## config.mk

```make
export PLATFORM = sky130hd
export DESIGN_NAME = aliquot_sum_unit
export DESIGN_NICKNAME = d
export VERILOG_FILES = /design/src/hdl/aliq_pkg.sv /design/src/hdl/aliquot_sum_unit.sv /design/src/hdl/aliq_div.sv /design/src/hdl/aliq_datapath.sv /design/src/hdl/aliq_ctrl.sv
export SDC_FILE = /design/constraint.sdc
export NUM_CORES = 1
export LEC_CHECK = 0
export BUFFER_PORTS_ARGS = -buffer_cell sky130_fd_sc_hd__buf_2
export CAP_MARGIN = 30
export CORE_ASPECT_RATIO = 0.5
export CORE_MARGIN = 3
export CORE_UTILIZATION = 38
export CTS_CLUSTER_SIZE = 40
export DETAILED_ROUTE_END_ITERATION = 10
export PLACE_DENSITY = 0.59
export SYNTH_ARGS = -nofsm -noshare
export SYNTH_HDL_FRONTEND = slang
export SYNTH_SLANG_ARGS = --single-unit
export TNS_END_PERCENT = 30
```

## constraint.sdc

```tcl
create_clock -name clk -period 17.51 [get_ports clk]
set_input_delay 0.8755 -clock clk [delete_from_list [all_inputs] [get_ports clk]]
set_output_delay 0.8755 -clock clk [all_outputs]
set_load 0.01 [all_outputs]
```

## src/hdl/aliq_pkg.sv

```systemverilog
// Package for the aliquot sum unit: widths, class codes and the
// command/status structs between controller and datapath.
// No dependencies.
package aliq_pkg;

    localparam int NUM_BITS = 16;
    localparam int SUM_BITS = 20;
    localparam int CLASS_BITS = 2;
    localparam int VALUE_BITS_DEFAULT = 16;

    localparam logic [CLASS_BITS-1:0] CLASS_DEFICIENT = 2'd0;
    localparam logic [CLASS_BITS-1:0] CLASS_PERFECT = 2'd1;
    localparam logic [CLASS_BITS-1:0] CLASS_ABUNDANT = 2'd2;

    typedef struct packed {
        logic load;
        logic div_start;
        logic accum;
        logic finish;
    } dp_cmd_t;

    typedef struct packed {
        logic below_two;
        logic in_range;
        logic div_done;
    } dp_stat_t;

endpackage

```

## src/hdl/aliquot_sum_unit.sv

```systemverilog
// Top level of the aliquot sum unit: controller plus datapath.
// Depends on aliq_pkg, aliq_ctrl and aliq_datapath.
//
// Usage:
// - Raise start with number_in valid while busy is low; the item is taken
//   at that clock edge and busy goes high on the next cycle.
// - When the item is finished, done is high for exactly one cycle with
//   aliquot_sum and number_class valid; the receiver cannot stall, so it
//   must capture the result in that cycle. The result ports then hold
//   their value until the next item completes.
// - Only the low VALUE_BITS bits of number_in are used (at most 16).
// - Each trial divisor t with t*t <= n costs a check step plus a division in
//   the shared bit-serial divider, so an item runs floor(sqrt(n)) divisions;
//   n = 0 and n = 1 skip the divider.
// - busy drops in the cycle done is high, so the next item can be given
//   then; one item is in work at a time.
// - Reset (rst_n low, asynchronous) returns the controller to idle and
//   clears done; an item in work is dropped.
module aliquot_sum_unit #(
    parameter int VALUE_BITS = aliq_pkg::VALUE_BITS_DEFAULT
) (
    input  logic                                clk,
    input  logic                                rst_n,
    input  logic                                start,
    output logic                                busy,
    input  logic [aliq_pkg::NUM_BITS-1:0]       number_in,
    output logic                                done,
    output logic [aliq_pkg::SUM_BITS-1:0]       aliquot_sum,
    output logic [aliq_pkg::CLASS_BITS-1:0]     number_class
);

    aliq_pkg::dp_cmd_t  cmd;
    aliq_pkg::dp_stat_t stat;

    aliq_ctrl u_ctrl (
        .clk   (clk),
        .rst_n (rst_n),
        .start (start),
        .stat  (stat),
        .cmd   (cmd),
        .busy  (busy),
        .done  (done)
    );

    aliq_datapath #(
        .VALUE_BITS (VALUE_BITS)
    ) u_dp (
        .clk          (clk),
        .rst_n        (rst_n),
        .cmd          (cmd),
        .stat         (stat),
        .number_in    (number_in),
        .aliquot_sum  (aliquot_sum),
        .number_class (number_class)
    );

    // A finished item always leaves the unit ready for the next one.
    a_done_not_busy: assert property (@(posedge clk) disable iff (!rst_n)
        done |-> !busy)
        else $error("done raised while busy");

    // An accepted item keeps the unit busy on the following cycle.
    a_accept_busy: assert property (@(posedge clk) disable iff (!rst_n)
        (start && !busy) |=> (busy && !done))
        else $error("accepted item did not make the unit busy");

    // A perfect number has a nonzero divisor sum.
    a_perfect_sum: assert property (@(posedge clk) disable iff (!rst_n)
        (done && number_class == aliq_pkg::CLASS_PERFECT) |-> (aliquot_sum != '0))
        else $error("perfect class with zero sum");

endmodule

```

## src/hdl/aliq_div.sv

```systemverilog
// Restoring bit-serial divider: one quotient bit per cycle.
// Uses no package items.
module aliq_div #(
    parameter int W = 16,
    parameter int DW = 9
) (
    input  logic          clk,
    input  logic          rst_n,
    input  logic          start,
    input  logic [W-1:0]  dividend,
    input  logic [DW-1:0] divisor,
    output logic [W-1:0]  quotient,
    output logic [DW-1:0] remainder,
    output logic          done
);

    localparam int CW = $clog2(W + 1);

    logic [CW-1:0] cnt_reg, cnt_next;
    logic          done_reg, done_next;
    logic [W-1:0]  quo_reg, quo_next;
    logic [DW-1:0] rem_reg, rem_next;
    logic [DW:0]   shifted;
    logic [DW:0]   diff;
    logic          fits;

    assign shifted = {rem_reg, quo_reg[W-1]};
    assign diff = shifted - {1'b0, divisor};
    assign fits = shifted >= {1'b0, divisor};

    always_comb
    begin
        cnt_next = cnt_reg;
        done_next = 1'b0;
        quo_next = quo_reg;
        rem_next = rem_reg;
        if (start)
        begin
            cnt_next = CW'(W);
            quo_next = dividend;
            rem_next = '0;
        end
        else if (cnt_reg != '0)
        begin
            cnt_next = cnt_reg - 1'b1;
            done_next = (cnt_reg == CW'(1));
            quo_next = {quo_reg[W-2:0], fits};
            // The remainder always stays below the divisor, so DW bits hold it.
            rem_next = fits ? diff[DW-1:0] : shifted[DW-1:0];
        end
    end

    always_ff @(posedge clk or negedge rst_n)
    begin
        if (!rst_n)
        begin
            cnt_reg <= '0;
            done_reg <= 1'b0;
        end
        else
        begin
            cnt_reg <= cnt_next;
            done_reg <= done_next;
        end
    end

    always_ff @(posedge clk)
    begin
        quo_reg <= quo_next;
        rem_reg <= rem_next;
    end

    assign quotient = quo_reg;
    assign remainder = rem_reg;
    assign done = done_reg;

endmodule

```

## src/hdl/aliq_datapath.sv

```systemverilog
// Datapath: number, trial divisor, running divisor sum, result registers.
// Depends on aliq_pkg and aliq_div.
module aliq_datapath #(
    parameter int VALUE_BITS = aliq_pkg::VALUE_BITS_DEFAULT
) (
    input  logic                                   clk,
    input  logic                                   rst_n,
    input  aliq_pkg::dp_cmd_t                      cmd,
    output aliq_pkg::dp_stat_t                     stat,
    input  logic [aliq_pkg::NUM_BITS-1:0]          number_in,
    output logic [aliq_pkg::SUM_BITS-1:0]          aliquot_sum,
    output logic [aliq_pkg::CLASS_BITS-1:0]        number_class
);

    localparam int NW = (VALUE_BITS < aliq_pkg::NUM_BITS) ? VALUE_BITS : aliq_pkg::NUM_BITS;
    localparam int TW = NW / 2 + 1;
    localparam int QW = 2 * TW;
    localparam int SW = NW + 4;
    localparam int SB = aliq_pkg::SUM_BITS;

    logic [NW-1:0] n_reg;
    logic [TW-1:0] t_reg;
    logic [SW-1:0] total_reg;
    logic [SB-1:0] sum_reg;
    logic [aliq_pkg::CLASS_BITS-1:0] class_reg;

    logic [QW-1:0] t_sq;
    logic [NW-1:0] quotient;
    logic [TW-1:0] remainder;
    logic          div_done;
    logic [SW-1:0] partner_add;
    logic [SW-1:0] proper;
    logic [SW-1:0] n_ext;

    aliq_div #(
        .W  (NW),
        .DW (TW)
    ) u_div (
        .clk       (clk),
        .rst_n     (rst_n),
        .start     (cmd.div_start),
        .dividend  (n_reg),
        .divisor   (t_reg),
        .quotient  (quotient),
        .remainder (remainder),
        .done      (div_done)
    );

    assign t_sq = QW'(t_reg) * QW'(t_reg);
    assign n_ext = SW'(n_reg);

    assign stat.below_two = (n_reg < NW'(2));
    assign stat.in_range = (t_sq <= QW'(n_reg));
    assign stat.div_done = div_done;

    // The partner n/t is counted only when it differs from t itself.
    assign partner_add = (quotient != NW'(t_reg)) ? SW'(quotient) : '0;
    assign proper = stat.below_two ? '0 : (total_reg - n_ext);

    always_ff @(posedge clk)
    begin
        if (cmd.load)
        begin
            n_reg <= number_in[NW-1:0];
            t_reg <= TW'(1);
            total_reg <= '0;
        end
        else if (cmd.accum)
        begin
            t_reg <= t_reg + 1'b1;
            if (remainder == '0)
            begin
                total_reg <= total_reg + SW'(t_reg) + partner_add;
            end
        end
        if (cmd.finish)
        begin
            sum_reg <= SB'(proper);
            if (stat.below_two || proper < n_ext)
            begin
                class_reg <= aliq_pkg::CLASS_DEFICIENT;
            end
            else if (proper == n_ext)
            begin
                class_reg <= aliq_pkg::CLASS_PERFECT;
            end
            else
            begin
                class_reg <= aliq_pkg::CLASS_ABUNDANT;
            end
        end
    end

    assign aliquot_sum = sum_reg;
    assign number_class = class_reg;

endmodule

```

## src/hdl/aliq_ctrl.sv

```systemverilog
// Controller: sequences trial divisors through the datapath for one item.
// Depends on aliq_pkg.
module aliq_ctrl (
    input  logic               clk,
    input  logic               rst_n,
    input  logic               start,
    input  aliq_pkg::dp_stat_t stat,
    output aliq_pkg::dp_cmd_t  cmd,
    output logic               busy,
    output logic               done
);

    localparam logic [1:0] ST_IDLE = 2'd0;
    localparam logic [1:0] ST_CHECK = 2'd1;
    localparam logic [1:0] ST_DIV = 2'd2;
    localparam logic [1:0] ST_FINISH = 2'd3;

    logic [1:0] state_reg, state_next;
    logic       done_reg, done_next;

    always_comb
    begin
        state_next = state_reg;
        done_next = 1'b0;
        cmd = '0;
        unique case (state_reg)
            ST_IDLE:
            begin
                if (start)
                begin
                    cmd.load = 1'b1;
                    state_next = ST_CHECK;
                end
            end
            ST_CHECK:
            begin
                if (stat.below_two || !stat.in_range)
                begin
                    state_next = ST_FINISH;
                end
                else
                begin
                    cmd.div_start = 1'b1;
                    state_next = ST_DIV;
                end
            end
            ST_DIV:
            begin
                if (stat.div_done)
                begin
                    cmd.accum = 1'b1;
                    state_next = ST_CHECK;
                end
            end
            ST_FINISH:
            begin
                cmd.finish = 1'b1;
                done_next = 1'b1;
                state_next = ST_IDLE;
            end
            default:
            begin
                state_next = ST_IDLE;
            end
        endcase
    end

    always_ff @(posedge clk or negedge rst_n)
    begin
        if (!rst_n)
        begin
            state_reg <= ST_IDLE;
            done_reg <= 1'b0;
        end
        else
        begin
            state_reg <= state_next;
            done_reg <= done_next;
        end
    end

    assign busy = (state_reg != ST_IDLE);
    assign done = done_reg;

endmodule

```

==> impl_results.md, run 1 <==
* Die ar. at 26,500 µm²
* Chip Width at 227 µm
* TritonRoute pass-1 iters at 5
* Final ANT Viol Nets at 0
* Vias per std cell at 5.43
* # DRC at 0
* Warnings from Yosys at 0
* Leakage at 4.57 nW
* Rows at 39
* 1st-iter DRT viols at 486
* Synthesized instance count at 1,007
* Ys async rst share at 8.91%
* Post-synthesis sequential area ratio at 28.0%
* Max Cap Viol at 0
* Largest net degree at the start of global routing at 33
* Crit. End Element: flop
* Flops & latches, synth at 101
* Count of cell types in the netlist at 76
* Cell area after synthesis at 9300 µm²
* Final setup violation count at 0
* Crit path kind: flop to flop
* Slew Limit Fails at 0
* Status: finished, final reports clean
* GPL Wtd Cong at 0.923
* Starting density of the core at 39.7%
* Final core utilization at 43.2%
* Mean routed wirelength per cell at 17.5 µm
* Core area at 23,400 µm²
* Number of synthesized flops with an enable pin at 54
* Mapped Nets at 1,191
* Area Growth Syn to Fin at 8.80%
* Max VDD drop at 0.0000601 V
* Antenna violations before repair at 0
* Data arrival time of the worst path at 7640 ps
* Min-Delay Path Class: input pin to asynchronous set/reset pin
* # fillers at 2,294
* I/O pin total at 43
* Clk buf depth at 2
* Reg area at 2610 µm²
* Buffers on Ports at 42
* Pwr Total at 1.10 mW
* CTS H-tree depth at 3
* Worst skew pair latency at 350 ps
* RSZ-0062 raised after global routing: false
* Mux cell area share after synthesis at 3.26%
* TritonCTS Buffers at 9
* Final layout net count at 1,218
* Final wirelength at 23,600 µm
* Hold Fails Final Rpt at 0
* Reg clk slew, reported paths at 70 ps
* Post-synth top flop: edfxtp_1
* CTS tree: done
* Post-placement cell area at 9820 µm²
* Syn_area_per_cell at 9.24 µm²
* Min Hold Slack at 362 ps
* Remaining Overflow, GRT at 0
* Power Density at 109 nW/µm²
* Fmax at 131 MHz
* Share of post-route cells with drive strength above 1 at 8.95%
* Tmin final at 7660 ps
* Largest family of logic cells by synthesized area: adder cells
* Post-synthesis xor/xnor area fraction at 5.65%
* Final non-filler cell area at 10,100 µm²
* Post-CTS Resized at 0
* Startpoint Class: flop
* Root Buffer: clkbuf_16
* Slew Limit Headroom at 42.4%
* # Post-CTS Setup Buffers at 0
* Clk sinks at 101
* Die height at 117 µm
* CTS Hold Bufs at 0
* Setup tns final at 0 ps
* # diodes at 0
* Via Count at 7,303
* Number of global-route vias before repair at 7,301
* Worst EP required at 17,500 ps
* Period utilization at 43.7%
* Post-synthesis compound-gate area fraction at 14.7%
* Layout Skew at 6.55 ps
* Worst-margin pin slew at 862 ps
* CP max FO at 32
* Post-DP HPWL at 18,900 µm
* Synth Area in Simple Gates at 16.5%
* Adder-cell share of the synthesized area at 25.9%
* First-pass GRT wire length at 38,300 µm
* Multi-input gate area at 6140 µm²
* Tot GR Track Use at 18.5%
## synthesized netlist by cell type, types with 3 or more instances
cell | count | area share [%]
o21ai_0 | 43 | 2.3
and2_1 | 5 | 0.34
ha_1 | 119 | 16
or2_2 | 3 | 0.20
nor2_1 | 100 | 4.0
or3_1 | 5 | 0.34
clkbuf_1 | 25 | 1.0
o211ai_1 | 5 | 0.40
a211oi_1 | 17 | 1.4
o2111ai_1 | 4 | 0.38
dfrtp_1 | 9 | 2.4
mux2i_1 | 7 | 0.75
xnor2_1 | 38 | 3.6
o21bai_1 | 5 | 0.40
nand4_1 | 15 | 1.0
inv_1 | 107 | 4.3
a21oi_1 | 56 | 3.0
and3_1 | 8 | 0.54
nand3b_1 | 4 | 0.32
a21o_1 | 13 | 1.0
fa_1 | 46 | 9.9
xor2_1 | 22 | 2.1
a211o_1 | 3 | 0.28
nor3_1 | 24 | 1.3
and4_1 | 3 | 0.28
clkinv_1 | 7 | 0.28
mux2_4 | 14 | 2.3
nor4_1 | 12 | 0.81
dfxtp_1 | 38 | 8.2
edfxtp_1 | 54 | 17
a21boi_0 | 4 | 0.32
nand3_1 | 16 | 0.86
nor2b_1 | 19 | 1.3
nand2_1 | 68 | 2.7
nand2b_1 | 13 | 0.87
nor3b_1 | 4 | 0.32
a2111oi_0 | 3 | 0.28
o21a_1 | 15 | 1.2
or4_1 | 3 | 0.24
o31ai_1 | 4 | 0.32
a31oi_1 | 5 | 0.34
## routing by layer
layer / GRT usage (%) / wire length (µm) / up-vias / share of wire, %
li1: - / - / 3585 / -
met1: 24.5 / 11300 / 3536 / 48
met2: 33.0 / 11300 / 156 / 48
met3: 2.13 / 711 / 26 / 3.0
met4: 3.96 / 348 / 0 / 1.5
met5: 0 / 0 / - / 0
## layout make-up
class	count	area share, %
Multi-Input combinational cell	762	60.6
Sequential cell	101	25.8
Inverter	114	4.23
Tap cell	307	3.80
Timing Repair Buffer	46	2.57
Clock buffer	10	2.47
Clock inverter	6	0.519
## worst max-delay path: stages, from the launching register on
cell       delay [ps]
dfxtp_1           640
clkinv_1          390
nor2_1            340
fa_1              490
fa_1              520
fa_1              540
inv_1              60
fa_1              530
inv_1              40
ha_1              240
nor3_4            280
o2111ai_1         160
a31o_2            290
a21o_1            180
a21o_1            180
xor2_1            140
ha_1              300
nand4_1            80
nor2_1            140
nand4_1           110
a21boi_0          200
nor4_4            280
buf_4             430
nand2b_1          670
## through the flow
| step | cells | setup WS, ps |
|---|---|---|
| after global placement | 1329 | 10010 |
| after CTS | 1346 | 9840 |
| after detailed placement | 1330 | 9850 |
| after global routing | 1346 | 9390 |
| after floorplan | 1007 | 10690 |
| final | 1346 | 9850 |
## final timing paths
kind | start | end | slack [ps] | depth (start not counted)
min in group clk | u_dp.u_div.remainder[8] | u_dp.u_div.remainder[8] | 480 | 2
hold / removal | rst_n | u_ctrl.state_reg[0] | 360 | 1
setup reg to reg | u_dp.t_reg[2] | u_dp.u_div.quotient[13] | 9850 | 23
hold reg to reg | u_dp.u_div.remainder[8] | u_dp.u_div.remainder[8] | 480 | 2
max in group asynchronous | rst_n | u_ctrl.done | 16970 | 1
setup / recovery | u_dp.t_reg[2] | u_dp.u_div.quotient[13] | 9850 | 23
## cell usage in the layout, fill, tap and decap left out, types with 38 or more instances in the layout
cell,count
nand2_1,68
xnor2_1,38
dfxtp_1,38
inv_1,108
o21ai_0,43
nor2_1,100
a21oi_1,56
ha_1,119
edfxtp_1,54
fa_1,46
buf_2,42
## power breakdown
part	internal [mW]	switching (mW)	leakage, nW	total (mW)
logic	0.230	0.276	3.50	0.505
registers	0.326	0.0617	0.919	0.388
clock network	0.108	0.0964	0.155	0.204
total	0.664	0.434	4.57	1.10
## cells by family after synthesis
group,count (synthesis)
adders and majority gates,165
xor gates and xnor gates,60
muxes,23
buffers and inverters,144
and+or+nand+nor,309
AOI/OAI and AO/OA,205
DFF,101
Power figures use the tool's default switching activity.
==> run 2: changes to the inputs <==
clock period = 7.2 ns   (was 17.51 ns; I/O delays follow)
==> run 2 against run 1 <==
Clock power grew 150%. Cell area grew 1.4%. Fmax grew 14%. Hold slack lost 180 ps. Cell count grew 1.3%. Sequential cell count is the same. Highest routed layer unchanged.
==> impl_results.md, run 2 (synthesis gave the netlist of run 1 again) <==
* Status: finished, final reports clean
* Chip Width at 227 µm (unchanged)
* Power Density at 262 nW/µm² (+140%)
* Commonest cells after routing, fill and taps aside: 119 x ha_1, 107 x inv_1, 99 x nor2_1, 68 x nand2_1, 56 x a21oi_1
* Max VDD drop at 0.000116 V (+93%)
* Share of post-route cells with drive strength above 1 at 10.5% (+1.6 points)
* Levels on crit path at 27 (+17%)
* Largest net degree at the start of global routing at 29 (-12%)
* Layout Skew at 13.2 ps (+6.66 ps)
* Data arrival time of the worst path at 6750 ps (-890 ps)
* Final wirelength at 23,500 µm (-0.47%)
* Mean routed wirelength per cell at 17.2 µm (-1.7%)
* Tmin final at 6700 ps (-951 ps)
* Min Hold Slack at 178 ps (-185 ps)
* Number of global-route vias before repair at 7,272 (-0.40%)
* Final setup violation count at 0 (unchanged)
* CP max FO at 20 (-38%)
* Via Count at 7,356 (+0.73%)
* Crit path kind: flop to flop
* Largest stage delay on the critical path at 540 ps (-130 ps)
* Crit path buffers/inverters at 7 (+3)
* TritonRoute pass-1 iters at 5 (unchanged)
* First-pass GRT wire length at 38,200 µm (-0.40%)
* GPL Wtd Cong at 0.882 (-4.4%)
* Cell count of the worst hold path at 1
* Rows at 39 (unchanged)
* Post-placement cell area at 9940 µm² (+1.2%)
* Clk buf depth at 2 (unchanged)
* Reg clk slew, reported paths at 70 ps (about the same)
* Leakage at 4.65 nW (+1.7%)
* Slew Limit Fails at 0 (unchanged)
* Hold Fails Final Rpt at 0 (unchanged)
* Setup WS post-layout at 496 ps (-9360 ps)
* Final layout net count at 1,235 (+1.4%)
* Worst skew pair latency at 360 ps (about the same)
* Root Buffer: clkbuf_16
* Max Cap Viol at 0 (unchanged)
* Worst-margin pin slew at 761 ps (-100 ps)
* Area Growth Syn to Fin at 10.3%
* CTS H-tree depth at 3 (unchanged)
* Fmax at 149 MHz (+14%)
* Worst EP required at 7240 ps (-10,260 ps)
* Tot GR Track Use at 18.5% (-0.054 points)
* Slew Limit Headroom at 48.8% (+6.4 points)
* Vias per std cell at 5.40 (-0.53%)
* CP max-delay cell: fa_1
* # DRC at 0 (unchanged)
* RSZ-0062 raised after global routing: false
* Final ANT Viol Nets at 0 (unchanged)
* Core area at 23,400 µm² (unchanged)
* Min-Delay Path Class: input pin to flop
* Reg2Reg Depth at 27 (+17%)
* Antenna violations before repair at 0 (unchanged)
* Remaining Overflow, GRT at 0 (unchanged)
* Pwr Total at 2.69 mW (+140%)
* Die height at 117 µm (unchanged)
* TritonCTS Buffers at 9 (unchanged)
* Final non-filler cell area at 10,300 µm² (+1.4%)
* Largest delay contributor family on the critical path: adder cells
* I/O pin total at 43 (unchanged)
* # diodes at 0 (unchanged)
* CTS tree: done
* # fillers at 2,249 (-2.0%)
* Period utilization at 93.1% (+49 points)
* Starting density of the core at 39.7% (unchanged)
* Pre-CTS WS at 438 ps (-9420 ps)
* Clk sinks at 101 (unchanged)
* 1st-iter DRT viols at 386 (-21%)
* Buffers on Ports at 42 (unchanged)
* Setup tns final at 0 ps (unchanged)
* Startpoint Class: flop
* Post-DP HPWL at 19,000 µm (+0.25%)
* Leading cell type in the layout, fill and taps excluded: ha_1
* Die ar. at 26,500 µm² (unchanged)
* Crit. End Element: flop
==> run 2: cell count changes in the layout (fill, tap and decap cells not counted) <==
cell           change
buf_4             +16
clkbuf_1           +1
clkbuf_8           +1
clkinv_1           -1
clkinvlp_4         +1
dlygate4sd3_1      +1
inv_1              -1
inv_8              -1
nor2_1             -1
nor2_2             +1
==> run 2: where the power goes <==
group          switching [mW]  internal (mW)  total, mW
Combinational           0.683          0.566       1.25
Sequential              0.139          0.794      0.933
Clock                   0.233          0.271      0.505
Total                    1.06           1.63       2.69
==> run 2: routing by layer <==
metal  global-route usage (%)  routed length (µm)  part of all wire [%]  up-vias
met5                        0                   0                     0        -
met4                     5.18                 429                   1.8        0
met3                     3.11                1160                   5.0       33
met2                     31.0               10800                    46      170
met1                     24.9               11100                    47     3531
li1                         -                   -                     -     3622
==> run 2: worst reg2reg max path: stages, from the launching register on <==
cell	delay [ps]
dfxtp_1	340
clkinv_1	220
buf_4	230
nor2_1	230
ha_1	300
xor2_1	170
fa_1	500
inv_1	60
fa_1	540
inv_1	60
fa_1	530
inv_1	40
ha_1	330
o21ai_0	150
nand2_1	70
a31o_2	290
a21o_1	180
a21o_1	180
xor2_1	140
ha_1	310
nand4_1	80
nor2_1	120
nand4_1	100
a21boi_0	200
nor4_4	320
buf_4	310
nand2b_1	150
buf_4	240
==> run 2: through the flow <==
| stage | instances | utilization (%) |
|---|---|---|
| after detailed placement | 1346 | 42.4 |
| final | 1363 | 43.8 |
| after CTS | 1363 | 43.8 |
| after floorplan | 1007 | - |
| after global routing | 1363 | 43.8 |
| after global placement | 1345 | 42.3 |
==> run 2: timing repair <==
item                                    in CTS  in global routing
endpoints found under the setup margin       0                 16
endpoints found under the hold margin        9                  0
hold buffers                                 1                  0
resized for setup                            0                  2
buffers inserted                             0                  0
==> run 2: area by class of cell <==
type | count | area, µm² | share of cell area (%)
Multi-Input combinational cell | 762 | 6140 | 59.8
Sequential cell | 101 | 2610 | 25.4
Inverter | 114 | 432 | 4.21
Timing Repair Buffer | 63 | 390 | 3.81
Tap cell | 307 | 384 | 3.74
Clock buffer | 12 | 268 | 2.61
Clock inverter | 4 | 37.5 | 0.366
==> run 2: worst paths after layout <==
kind / start / slack (ps) / endpoint
worst max-delay path: u_dp.t_reg[3] / 500 / u_dp.u_div.quotient[13]
worst min-delay path: number_in[7] / 180 / u_dp.n_reg[7]
worst max register to register: u_dp.t_reg[3] / 500 / u_dp.u_div.quotient[13]
worst min register to register: u_dp.u_div.done / 470 / u_ctrl.state_reg[1]
max in group asynchronous: rst_n / 6620 / u_ctrl.state_reg[0]
min in group asynchronous: rst_n / 400 / u_dp.u_div.cnt_reg[4]
